File: config.mk
export PLATFORM = sky130hd
export DESIGN_NAME = sorted_priority_queue_flat
export DESIGN_NICKNAME = d
export VERILOG_FILES = /design/src/design/spq_pkg.sv /design/src/design/spq_req_if.sv /design/src/design/spq_rsp_if.sv /design/src/design/spq_ram.sv /design/src/design/sorted_priority_queue.sv /design/src/flat_wrapper.sv
export SDC_FILE = /design/constraint.sdc
export NUM_CORES = 1
export LEC_CHECK = 0
export BUFFER_PORTS_ARGS = -buffer_cell sky130_fd_sc_hd__buf_2
export CORE_UTILIZATION = 62
export DETAILED_ROUTE_END_ITERATION = 6
export PLACE_DENSITY = 0.84
export SYNTH_ARGS = -nofsm -noshare
export SYNTH_HDL_FRONTEND = slang
export SYNTH_HIERARCHICAL = 1
export SYNTH_SLANG_ARGS = --single-unit
File: constraint.sdc
create_clock -name clk -period 5.5 [get_ports clk]
set_clock_uncertainty 0.1 [all_clocks]
set_input_delay 0.275 -clock clk [delete_from_list [all_inputs] [get_ports clk]]
set_output_delay 0.275 -clock clk [all_outputs]
set_load 0.02 [all_outputs]
File: src/design/spq_pkg.sv
`default_nettype none

package spq_pkg;

    localparam int DEF_CAPACITY  = 16;
    localparam int DEF_ID_BITS   = 16;
    localparam int DEF_PRIO_BITS = 8;

    localparam int CMD_W    = 3;
    localparam int STATUS_W = 2;

    localparam logic [CMD_W-1:0] CMD_APPEND = 3'd0;
    localparam logic [CMD_W-1:0] CMD_INSERT = 3'd1;
    localparam logic [CMD_W-1:0] CMD_REMOVE = 3'd2;
    localparam logic [CMD_W-1:0] CMD_FIND   = 3'd3;
    localparam logic [CMD_W-1:0] CMD_POP    = 3'd4;

    localparam logic [STATUS_W-1:0] ST_DONE     = 2'd0;
    localparam logic [STATUS_W-1:0] ST_FULL     = 2'd1;
    localparam logic [STATUS_W-1:0] ST_NOTFOUND = 2'd2;
    localparam logic [STATUS_W-1:0] ST_EMPTY    = 2'd3;

endpackage

`default_nettype wire

File: src/design/spq_req_if.sv
`default_nettype none

interface spq_req_if #(
    parameter int ID_W   = spq_pkg::DEF_ID_BITS,
    parameter int PRIO_W = spq_pkg::DEF_PRIO_BITS
);
    logic                        valid;
    logic                        ready;
    logic [spq_pkg::CMD_W-1:0]   cmd;
    logic [ID_W-1:0]             item_id;
    logic [PRIO_W-1:0]           item_priority;

    modport source (output valid, output cmd, output item_id, output item_priority,
                    input ready);
    modport sink   (input valid, input cmd, input item_id, input item_priority,
                    output ready);
endinterface

`default_nettype wire

File: src/design/spq_rsp_if.sv
`default_nettype none

interface spq_rsp_if #(
    parameter int ID_W   = spq_pkg::DEF_ID_BITS,
    parameter int PRIO_W = spq_pkg::DEF_PRIO_BITS,
    parameter int CNT_W  = $clog2(spq_pkg::DEF_CAPACITY + 1)
);
    logic                          valid;
    logic                          ready;
    logic [spq_pkg::STATUS_W-1:0]  status;
    logic                          hit;
    logic [PRIO_W-1:0]             found_priority;
    logic                          head_valid;
    logic [ID_W-1:0]               head_id;
    logic [PRIO_W-1:0]             head_priority;
    logic [CNT_W-1:0]              fill_count;

    modport source (output valid, output status, output hit, output found_priority,
                    output head_valid, output head_id, output head_priority,
                    output fill_count, input ready);
    modport sink   (input valid, input status, input hit, input found_priority,
                    input head_valid, input head_id, input head_priority,
                    input fill_count, output ready);
endinterface

`default_nettype wire

File: src/design/spq_ram.sv
`default_nettype none

module spq_ram #(
    parameter int WIDTH = 24,
    parameter int DEPTH = spq_pkg::DEF_CAPACITY
) (
    input  wire logic                     clk,
    input  wire logic                     we,
    input  wire logic [$clog2(DEPTH)-1:0] waddr,
    input  wire logic [WIDTH-1:0]         wdata,
    input  wire logic [$clog2(DEPTH)-1:0] raddr,
    output      logic [WIDTH-1:0]         rdata
);

    logic [WIDTH-1:0] mem [DEPTH];

    always_ff @(posedge clk)
    begin
        if (we)
        begin
            mem[waddr] <= wdata;
        end
        rdata <= mem[raddr];
    end

endmodule

`default_nettype wire

File: src/design/sorted_priority_queue.sv
// Sequence: an accepted command that only reports the head passes S_HEAD_RD, S_HEAD_WAIT
// (skipped when the queue ends empty) and S_FINISH; each entry scanned adds S_SCAN_RD and
// S_SCAN_CHK, each entry moved adds S_SHIFT_RD and S_SHIFT_WR, and a store adds S_PUT.
// Throughput: one command at a time; the slot RAM has one read and one write port
// and every scan or move step waits on its registered read.
// Reset: rst_n (asynchronous, active low) empties the queue; slot RAM is not cleared.
`default_nettype none

module sorted_priority_queue #(
    parameter int CAPACITY  = spq_pkg::DEF_CAPACITY,
    parameter int ID_BITS   = spq_pkg::DEF_ID_BITS,
    parameter int PRIO_BITS = spq_pkg::DEF_PRIO_BITS
) (
    input  wire logic  clk,
    input  wire logic  rst_n,
    spq_req_if.sink    request,
    spq_rsp_if.source  response
);

    localparam int IDX_W = $clog2(CAPACITY);
    localparam int CNT_W = $clog2(CAPACITY + 1);
    localparam int ENT_W = ID_BITS + PRIO_BITS;

    typedef enum logic [3:0] {
        S_IDLE,
        S_SCAN_RD,
        S_SCAN_CHK,
        S_SHIFT_RD,
        S_SHIFT_WR,
        S_PUT,
        S_HEAD_RD,
        S_HEAD_WAIT,
        S_FINISH
    } state_t;

    state_t                        state_reg;
    logic [CNT_W-1:0]              count_reg;
    logic [IDX_W-1:0]              ptr_reg;
    logic [IDX_W-1:0]              pos_reg;
    logic                          up_reg;
    logic [spq_pkg::CMD_W-1:0]     op_reg;
    logic [ID_BITS-1:0]            id_reg;
    logic [PRIO_BITS-1:0]          prio_reg;
    logic [spq_pkg::STATUS_W-1:0]  status_reg;
    logic                          hit_reg;
    logic [PRIO_BITS-1:0]          fprio_reg;
    logic                          hvalid_reg;
    logic [ID_BITS-1:0]            hid_reg;
    logic [PRIO_BITS-1:0]          hprio_reg;

    logic                          out_valid_reg;
    logic [spq_pkg::STATUS_W-1:0]  out_status_reg;
    logic                          out_hit_reg;
    logic [PRIO_BITS-1:0]          out_fprio_reg;
    logic                          out_hvalid_reg;
    logic [ID_BITS-1:0]            out_hid_reg;
    logic [PRIO_BITS-1:0]          out_hprio_reg;
    logic [CNT_W-1:0]              out_count_reg;

    logic                  ram_we;
    logic [IDX_W-1:0]      ram_waddr;
    logic [ENT_W-1:0]      ram_wdata;
    logic [IDX_W-1:0]      ram_raddr;
    logic [ENT_W-1:0]      ram_rdata;
    logic [ID_BITS-1:0]    rd_id;
    logic [PRIO_BITS-1:0]  rd_prio;
    logic [CNT_W-1:0]      ptr_inc;
    logic                  full;
    logic                  take;

    assign rd_id   = ram_rdata[ENT_W-1:PRIO_BITS];
    assign rd_prio = ram_rdata[PRIO_BITS-1:0];
    assign ptr_inc = CNT_W'(ptr_reg) + CNT_W'(1);
    assign full    = (count_reg == CNT_W'(CAPACITY));

    assign request.ready = (state_reg == S_IDLE);
    assign take          = request.valid && request.ready;

    // Slot RAM control: up-shift copies toward the tail, down-shift toward the head
    always_comb
    begin
        ram_we    = (state_reg == S_SHIFT_WR) || (state_reg == S_PUT);
        ram_raddr = (state_reg == S_HEAD_RD) ? '0 : ptr_reg;
        if (state_reg == S_PUT)
        begin
            ram_waddr = pos_reg;
            ram_wdata = {id_reg, prio_reg};
        end
        else
        begin
            ram_waddr = up_reg ? (ptr_reg + IDX_W'(1)) : (ptr_reg - IDX_W'(1));
            ram_wdata = ram_rdata;
        end
    end

    spq_ram #(
        .WIDTH (ENT_W),
        .DEPTH (CAPACITY)
    ) u_slots (
        .clk   (clk),
        .we    (ram_we),
        .waddr (ram_waddr),
        .wdata (ram_wdata),
        .raddr (ram_raddr),
        .rdata (ram_rdata)
    );

    always_ff @(posedge clk or negedge rst_n)
    begin
        if (!rst_n)
        begin
            state_reg      <= S_IDLE;
            count_reg      <= '0;
            ptr_reg        <= '0;
            pos_reg        <= '0;
            up_reg         <= 1'b0;
            op_reg         <= '0;
            id_reg         <= '0;
            prio_reg       <= '0;
            status_reg     <= spq_pkg::ST_DONE;
            hit_reg        <= 1'b0;
            fprio_reg      <= '0;
            hvalid_reg     <= 1'b0;
            hid_reg        <= '0;
            hprio_reg      <= '0;
            out_valid_reg  <= 1'b0;
            out_status_reg <= spq_pkg::ST_DONE;
            out_hit_reg    <= 1'b0;
            out_fprio_reg  <= '0;
            out_hvalid_reg <= 1'b0;
            out_hid_reg    <= '0;
            out_hprio_reg  <= '0;
            out_count_reg  <= '0;
        end
        else
        begin
            if (out_valid_reg && response.ready && (state_reg != S_FINISH))
            begin
                out_valid_reg <= 1'b0;
            end

            case (state_reg)
                S_IDLE:
                begin
                    if (take)
                    begin
                        op_reg    <= request.cmd;
                        id_reg    <= request.item_id;
                        prio_reg  <= request.item_priority;
                        fprio_reg <= '0;
                        up_reg    <= 1'b0;
                        hit_reg   <= (request.cmd == spq_pkg::CMD_POP) && (count_reg != '0);
                        ptr_reg   <= (request.cmd == spq_pkg::CMD_POP) ? IDX_W'(1) : '0;
                        case (request.cmd)
                            spq_pkg::CMD_APPEND:
                            begin
                                if (full)
                                begin
                                    status_reg <= spq_pkg::ST_FULL;
                                    state_reg  <= S_HEAD_RD;
                                end
                                else
                                begin
                                    status_reg <= spq_pkg::ST_DONE;
                                    pos_reg    <= count_reg[IDX_W-1:0];
                                    state_reg  <= S_PUT;
                                end
                            end
                            spq_pkg::CMD_INSERT:
                            begin
                                if (full)
                                begin
                                    status_reg <= spq_pkg::ST_FULL;
                                    state_reg  <= S_HEAD_RD;
                                end
                                else if (count_reg == '0)
                                begin
                                    status_reg <= spq_pkg::ST_DONE;
                                    pos_reg    <= '0;
                                    state_reg  <= S_PUT;
                                end
                                else
                                begin
                                    status_reg <= spq_pkg::ST_DONE;
                                    state_reg  <= S_SCAN_RD;
                                end
                            end
                            spq_pkg::CMD_REMOVE,
                            spq_pkg::CMD_FIND:
                            begin
                                if (count_reg == '0)
                                begin
                                    status_reg <= spq_pkg::ST_EMPTY;
                                    state_reg  <= S_HEAD_RD;
                                end
                                else
                                begin
                                    status_reg <= spq_pkg::ST_DONE;
                                    state_reg  <= S_SCAN_RD;
                                end
                            end
                            spq_pkg::CMD_POP:
                            begin
                                if (count_reg == '0)
                                begin
                                    status_reg <= spq_pkg::ST_EMPTY;
                                    state_reg  <= S_HEAD_RD;
                                end
                                else
                                begin
                                    status_reg <= spq_pkg::ST_DONE;
                                    if (count_reg == CNT_W'(1))
                                    begin
                                        count_reg <= count_reg - CNT_W'(1);
                                        state_reg <= S_HEAD_RD;
                                    end
                                    else
                                    begin
                                        state_reg <= S_SHIFT_RD;
                                    end
                                end
                            end
                            default:
                            begin
                                status_reg <= spq_pkg::ST_DONE;
                                state_reg  <= S_HEAD_RD;
                            end
                        endcase
                    end
                end

                S_SCAN_RD:
                begin
                    state_reg <= S_SCAN_CHK;
                end

                S_SCAN_CHK:
                begin
                    if (op_reg == spq_pkg::CMD_INSERT)
                    begin
                        if (rd_prio < prio_reg)
                        begin
                            // open a gap at ptr: move tail entries up one slot
                            pos_reg   <= ptr_reg;
                            ptr_reg   <= IDX_W'(count_reg - CNT_W'(1));
                            up_reg    <= 1'b1;
                            state_reg <= S_SHIFT_RD;
                        end
                        else if (ptr_inc == count_reg)
                        begin
                            pos_reg   <= count_reg[IDX_W-1:0];
                            state_reg <= S_PUT;
                        end
                        else
                        begin
                            ptr_reg   <= ptr_reg + IDX_W'(1);
                            state_reg <= S_SCAN_RD;
                        end
                    end
                    else if (rd_id == id_reg)
                    begin
                        hit_reg <= 1'b1;
                        if (op_reg == spq_pkg::CMD_FIND)
                        begin
                            fprio_reg <= rd_prio;
                            state_reg <= S_HEAD_RD;
                        end
                        else if (ptr_inc == count_reg)
                        begin
                            count_reg <= count_reg - CNT_W'(1);
                            state_reg <= S_HEAD_RD;
                        end
                        else
                        begin
                            ptr_reg   <= ptr_reg + IDX_W'(1);
                            state_reg <= S_SHIFT_RD;
                        end
                    end
                    else if (ptr_inc == count_reg)
                    begin
                        status_reg <= spq_pkg::ST_NOTFOUND;
                        state_reg  <= S_HEAD_RD;
                    end
                    else
                    begin
                        ptr_reg   <= ptr_reg + IDX_W'(1);
                        state_reg <= S_SCAN_RD;
                    end
                end

                S_SHIFT_RD:
                begin
                    state_reg <= S_SHIFT_WR;
                end

                S_SHIFT_WR:
                begin
                    if (up_reg)
                    begin
                        if (ptr_reg == pos_reg)
                        begin
                            state_reg <= S_PUT;
                        end
                        else
                        begin
                            ptr_reg   <= ptr_reg - IDX_W'(1);
                            state_reg <= S_SHIFT_RD;
                        end
                    end
                    else if (ptr_inc == count_reg)
                    begin
                        count_reg <= count_reg - CNT_W'(1);
                        state_reg <= S_HEAD_RD;
                    end
                    else
                    begin
                        ptr_reg   <= ptr_reg + IDX_W'(1);
                        state_reg <= S_SHIFT_RD;
                    end
                end

                S_PUT:
                begin
                    count_reg <= count_reg + CNT_W'(1);
                    state_reg <= S_HEAD_RD;
                end

                S_HEAD_RD:
                begin
                    if (count_reg == '0)
                    begin
                        hvalid_reg <= 1'b0;
                        hid_reg    <= '0;
                        hprio_reg  <= '0;
                        state_reg  <= S_FINISH;
                    end
                    else
                    begin
                        state_reg <= S_HEAD_WAIT;
                    end
                end

                S_HEAD_WAIT:
                begin
                    hvalid_reg <= 1'b1;
                    hid_reg    <= rd_id;
                    hprio_reg  <= rd_prio;
                    state_reg  <= S_FINISH;
                end

                S_FINISH:
                begin
                    // hold until the previous response word is gone
                    if (!out_valid_reg || response.ready)
                    begin
                        out_valid_reg  <= 1'b1;
                        out_status_reg <= status_reg;
                        out_hit_reg    <= hit_reg;
                        out_fprio_reg  <= fprio_reg;
                        out_hvalid_reg <= hvalid_reg;
                        out_hid_reg    <= hid_reg;
                        out_hprio_reg  <= hprio_reg;
                        out_count_reg  <= count_reg;
                        state_reg      <= S_IDLE;
                    end
                end

                default:
                begin
                    state_reg <= S_IDLE;
                end
            endcase
        end
    end

    assign response.valid          = out_valid_reg;
    assign response.status         = out_status_reg;
    assign response.hit            = out_hit_reg;
    assign response.found_priority = out_fprio_reg;
    assign response.head_valid     = out_hvalid_reg;
    assign response.head_id        = out_hid_reg;
    assign response.head_priority  = out_hprio_reg;
    assign response.fill_count     = out_count_reg;

endmodule

`default_nettype wire

File: src/flat_wrapper.sv
// flat-port wrapper written by rule: the top's interface ports become plain ports
module sorted_priority_queue_flat 
#(
    parameter int CAPACITY  = spq_pkg::DEF_CAPACITY,
    parameter int ID_BITS   = spq_pkg::DEF_ID_BITS,
    parameter int PRIO_BITS = spq_pkg::DEF_PRIO_BITS
)
  (clk, rst_n, request_valid, request_cmd, request_item_id, request_item_priority, request_ready, response_valid, response_status, response_hit, response_found_priority, response_head_valid, response_head_id, response_head_priority, response_fill_count, response_ready);
  spq_req_if request_i ();
  spq_rsp_if response_i ();
  input  wire logic clk;
  input  wire logic rst_n;
  input wire logic [$bits(request_i.valid)-1:0] request_valid;
  input wire logic [$bits(request_i.cmd)-1:0] request_cmd;
  input wire logic [$bits(request_i.item_id)-1:0] request_item_id;
  input wire logic [$bits(request_i.item_priority)-1:0] request_item_priority;
  output wire logic [$bits(request_i.ready)-1:0] request_ready;
  output wire logic [$bits(response_i.valid)-1:0] response_valid;
  output wire logic [$bits(response_i.status)-1:0] response_status;
  output wire logic [$bits(response_i.hit)-1:0] response_hit;
  output wire logic [$bits(response_i.found_priority)-1:0] response_found_priority;
  output wire logic [$bits(response_i.head_valid)-1:0] response_head_valid;
  output wire logic [$bits(response_i.head_id)-1:0] response_head_id;
  output wire logic [$bits(response_i.head_priority)-1:0] response_head_priority;
  output wire logic [$bits(response_i.fill_count)-1:0] response_fill_count;
  input wire logic [$bits(response_i.ready)-1:0] response_ready;
  assign request_i.valid = request_valid;
  assign request_i.cmd = request_cmd;
  assign request_i.item_id = request_item_id;
  assign request_i.item_priority = request_item_priority;
  assign request_ready = request_i.ready;
  assign response_valid = response_i.valid;
  assign response_status = response_i.status;
  assign response_hit = response_i.hit;
  assign response_found_priority = response_i.found_priority;
  assign response_head_valid = response_i.head_valid;
  assign response_head_id = response_i.head_id;
  assign response_head_priority = response_i.head_priority;
  assign response_fill_count = response_i.fill_count;
  assign response_i.ready = response_ready;
  sorted_priority_queue #(.CAPACITY(CAPACITY), .ID_BITS(ID_BITS), .PRIO_BITS(PRIO_BITS)) u_core (.clk(clk), .rst_n(rst_n), .request(request_i), .response(response_i));
endmodule
==> results.md <==
- DIE WIDTH: 188 microns
- 1st-pass router iterations: 5
- Critical Path Sink Type: flop
- RD Place Congestion: 0.903
- Main synth FF type: edfxtp_1
- Num Clock Sinks: 531
- Mapped Cells: 1233
- GRT Total Usage: 29.5%
- Outcome: complete, no violations
- Total wire length: 50900 microns
- Post-synthesis cell type count: 80
- CTS Buffer Depth: 3
- Asr flop ratio synth: between 20% and 30%
- Drt first-iter violations: approximately 1500
- Sequential Area: 15100 sq um
- Area delta synth->final: 14.2%
- Achievable Freq: around 240 MHz
- First-pass GRT wire length: 76700 microns
- Max Cap Viol: 0
- Worst path arrival time: 4.37 ns
- Fin crit period: 4.25 ns
- PD cells: 582 nW/um^2
- # diodes: 0
- FP Rows: 67
- Layout cells sized above 1: 29.5%
- Drt via density: 6.65
- Die height: 188 microns
- Core Area: 33800 sq um
- Fill count: 1951
- Reg clk slew, reported paths: 0.06 ns
- Sequential-to-total area share from yosys stat: 70.2%
- Largest net degree at the start of global routing: 97
- Biggest register: u_core/u_slots/mem
- Startpoint Class: flop
- DRT antenna net count: 0
- Crit path required time: 5.62 ns
- Clock buffer count from CTS: 51
- H-tree depth: 2
- Layout Nets: between 1000 and 1500
- VDD IR-drop max: 0.395 mV
- Max_slew headroom: 23.8%
- Multi-input logic area: about 6100 sq um
- HPWL after DPL: 28800 microns
- Full die area: around 35000 sq um
- Avg Inst Size Synth: 17.4 sq um
- I/O pin count: 74
- DR DRC count: 0
- Slew Limit Fails: 0
- Post-Syn Area: 21500 sq um
- Clk_lat worst skew: 0.58 ns
- Hold Fails Final Rpt: 0
- Crit share post-route: 77.3%
- Grt ovf: 0
- CTS Root Cell: clkbuf_16
- Largest registers: u_core/u_slots/mem x384, u_core/u_slots/rdata x24
- Max FFs per register: 384
- Sum Neg Setup Slack: 0 ns
- Worst Path Max Fanout: 16
- Wire length per cell: 27.5 microns
- Worst Tran Pin Value: between 1 and 1.5 ns
- Worst min-delay path class: input port to flop
- LEAKAGE: 8.90 nW
- Final-report setup violation count: 0
- Via count: 12300
- Place WS: 1.55 ns
- Kind of critical path: flop to flop
- Post-synth EDFFs: 384
- Initial antenna violation count: 1
- RSZ-0062 raised after global routing: false
- TritonCTS clock tree: yes
- Syn Nets: 1277
- Number of global-route vias before repair: 12400
- Post-layout util: 72.7%
- Initial core utilization: 63.6%
- Ys Warns: 6
- Buffers on Ports: 73
- Final setup margin: 1.25 ns
- Yosys reg bits: ~530
==> kinds of logic after synthesis <==
group / synth area share [%]
flip-flops: 70.2
AND/OR/NAND/NOR: 4.52
multiplexers: 14.6
AO/OA/AOI/OAI: 6.28
buffers and inverters: 2.04
XOR/XNOR: 1.65
adder cells (fa/ha/maj): 0.757
==> power breakdown <==
group	internal, mW	switching, mW
Clock	2.11	1.51
Combinational	1.79	2.70
Sequential	5.56	0.630
==> metal layers <==
layer | track usage [%] | wire length, microns | vias up
li1 | - | - | 5114
met1 | 40.9 | 19600 | 6340
met2 | 48.2 | 25300 | 730
met3 | 5.33 | 4680 | 108
met5 | 0 | 12 | -
met4 | 9.10 | 1280 | 2
==> cell usage after synthesis, types with 4 or more instances <==
library cell,number,area [sq um]
edfxtp_1,384,11500
dfrtp_1,123,3080
mux4_2,96,2160
mux2_2,77,867
nand2_1,74,278
a22oi_1,48,360
o21ai_0,45,225
nor2_1,38,143
clkbuf_1,34,128
inv_1,27,101
a22o_1,24,210
dfxtp_1,24,480
xor2_1,22,193
a21oi_1,18,90.1
buf_2,18,90.1
nand3_1,17,85.1
xnor2_1,16,140
ha_1,13,163
mux2i_1,10,100
nor3_1,10,50.1
buf_6,7,78.8
nand2b_1,7,43.8
nor2b_1,6,37.5
nor4_1,6,37.5
nand3b_1,5,37.5
a21o_1,4,30.0
a31oi_1,4,25.0
buf_4,4,30.0
==> cell type report <==
cell class	count	share of cell area, %
flip-flops and latches	531	61.5
inverters	27	0.413
repair buffers	138	4.00
well taps	448	2.28
clock inverters	28	1.39
clock buffers	67	5.75
multi-input cells	609	24.7
==> per-stage QoR <==
step           power (mW)  hold slack, ns  cell area (sq um)  cells
2_1_floorplan        9.17          -0.121              21500   1233
3_3_place_gp         10.4           0.163              22500   1724
3_5_place_dp         10.6           0.171              22500   1724
4_1_cts              14.3          0.0693              24600   1848
5_1_grt              14.9          0.0799              24600   1848
6_report             14.3          0.0994              24600   1848
==> layout by cell type, fill, tap and decap left out, types with 9 or more instances in the layout <==
| cell | instances |
|---|---|
| edfxtp_1 | 384 |
| dfrtp_1 | 123 |
| mux4_2 | 96 |
| mux2_2 | 77 |
| nand2_1 | 74 |
| buf_2 | 72 |
| clkbuf_16 | 52 |
| a22oi_1 | 48 |
| o21ai_0 | 43 |
| buf_4 | 32 |
| dlygate4sd3_1 | 29 |
| inv_1 | 27 |
| a22o_1 | 24 |
| dfxtp_1 | 24 |
| nor2_1 | 23 |
| xor2_1 | 22 |
| a21oi_1 | 18 |
| xnor2_1 | 16 |
| nand3_1 | 16 |
| ha_1 | 13 |
| nor2_2 | 13 |
| mux2i_1 | 10 |
| clkinv_2 | 9 |
| clkbuf_1 | 9 |
==> path summary, 6_finish.rpt <==
check / start / end / slack (ns) / depth (start not counted)
max: u_core/state_reg[2]$_DFFE_PN0P_ / u_core/u_slots/mem[9][7]$_DFFE_PP_ / 1.25 / 5
min: request_valid / u_core/state_reg[2]$_DFFE_PN0P_ / 0.1 / 3
max reg2reg: u_core/state_reg[2]$_DFFE_PN0P_ / u_core/u_slots/mem[9][7]$_DFFE_PP_ / 1.25 / 5
min reg2reg: u_core/hvalid_reg$_DFFE_PN0P_ / u_core/hvalid_reg$_DFFE_PN0P_ / 0.38 / 1
max in group asynchronous: rst_n / u_core/response.head_id[10]$_DFFE_PN0P_ / 3.81 / 3
min in group asynchronous: rst_n / u_core/id_reg[6]$_DFFE_PN0P_ / 0.16 / 2
==> critical path, stage by stage, from the launching register on <==
cell and delay (ns):
dfrtp_1 0.68, nor4bb_4 0.94, o21ai_0 0.64, nand2b_1 0.45, nor2_2 0.62, buf_4 0.44
==> repair_timing <==
| item | in CTS | in global routing |
|---|---|---|
| hold buffers | 29 | 0 |
| hold endpoints to repair | 78 | 0 |
| setup buffers | 0 | 0 |
| resized for setup | 0 | 0 |
| endpoints found under the setup margin | 0 | 0 |
Power figures use the tool's default switching activity.
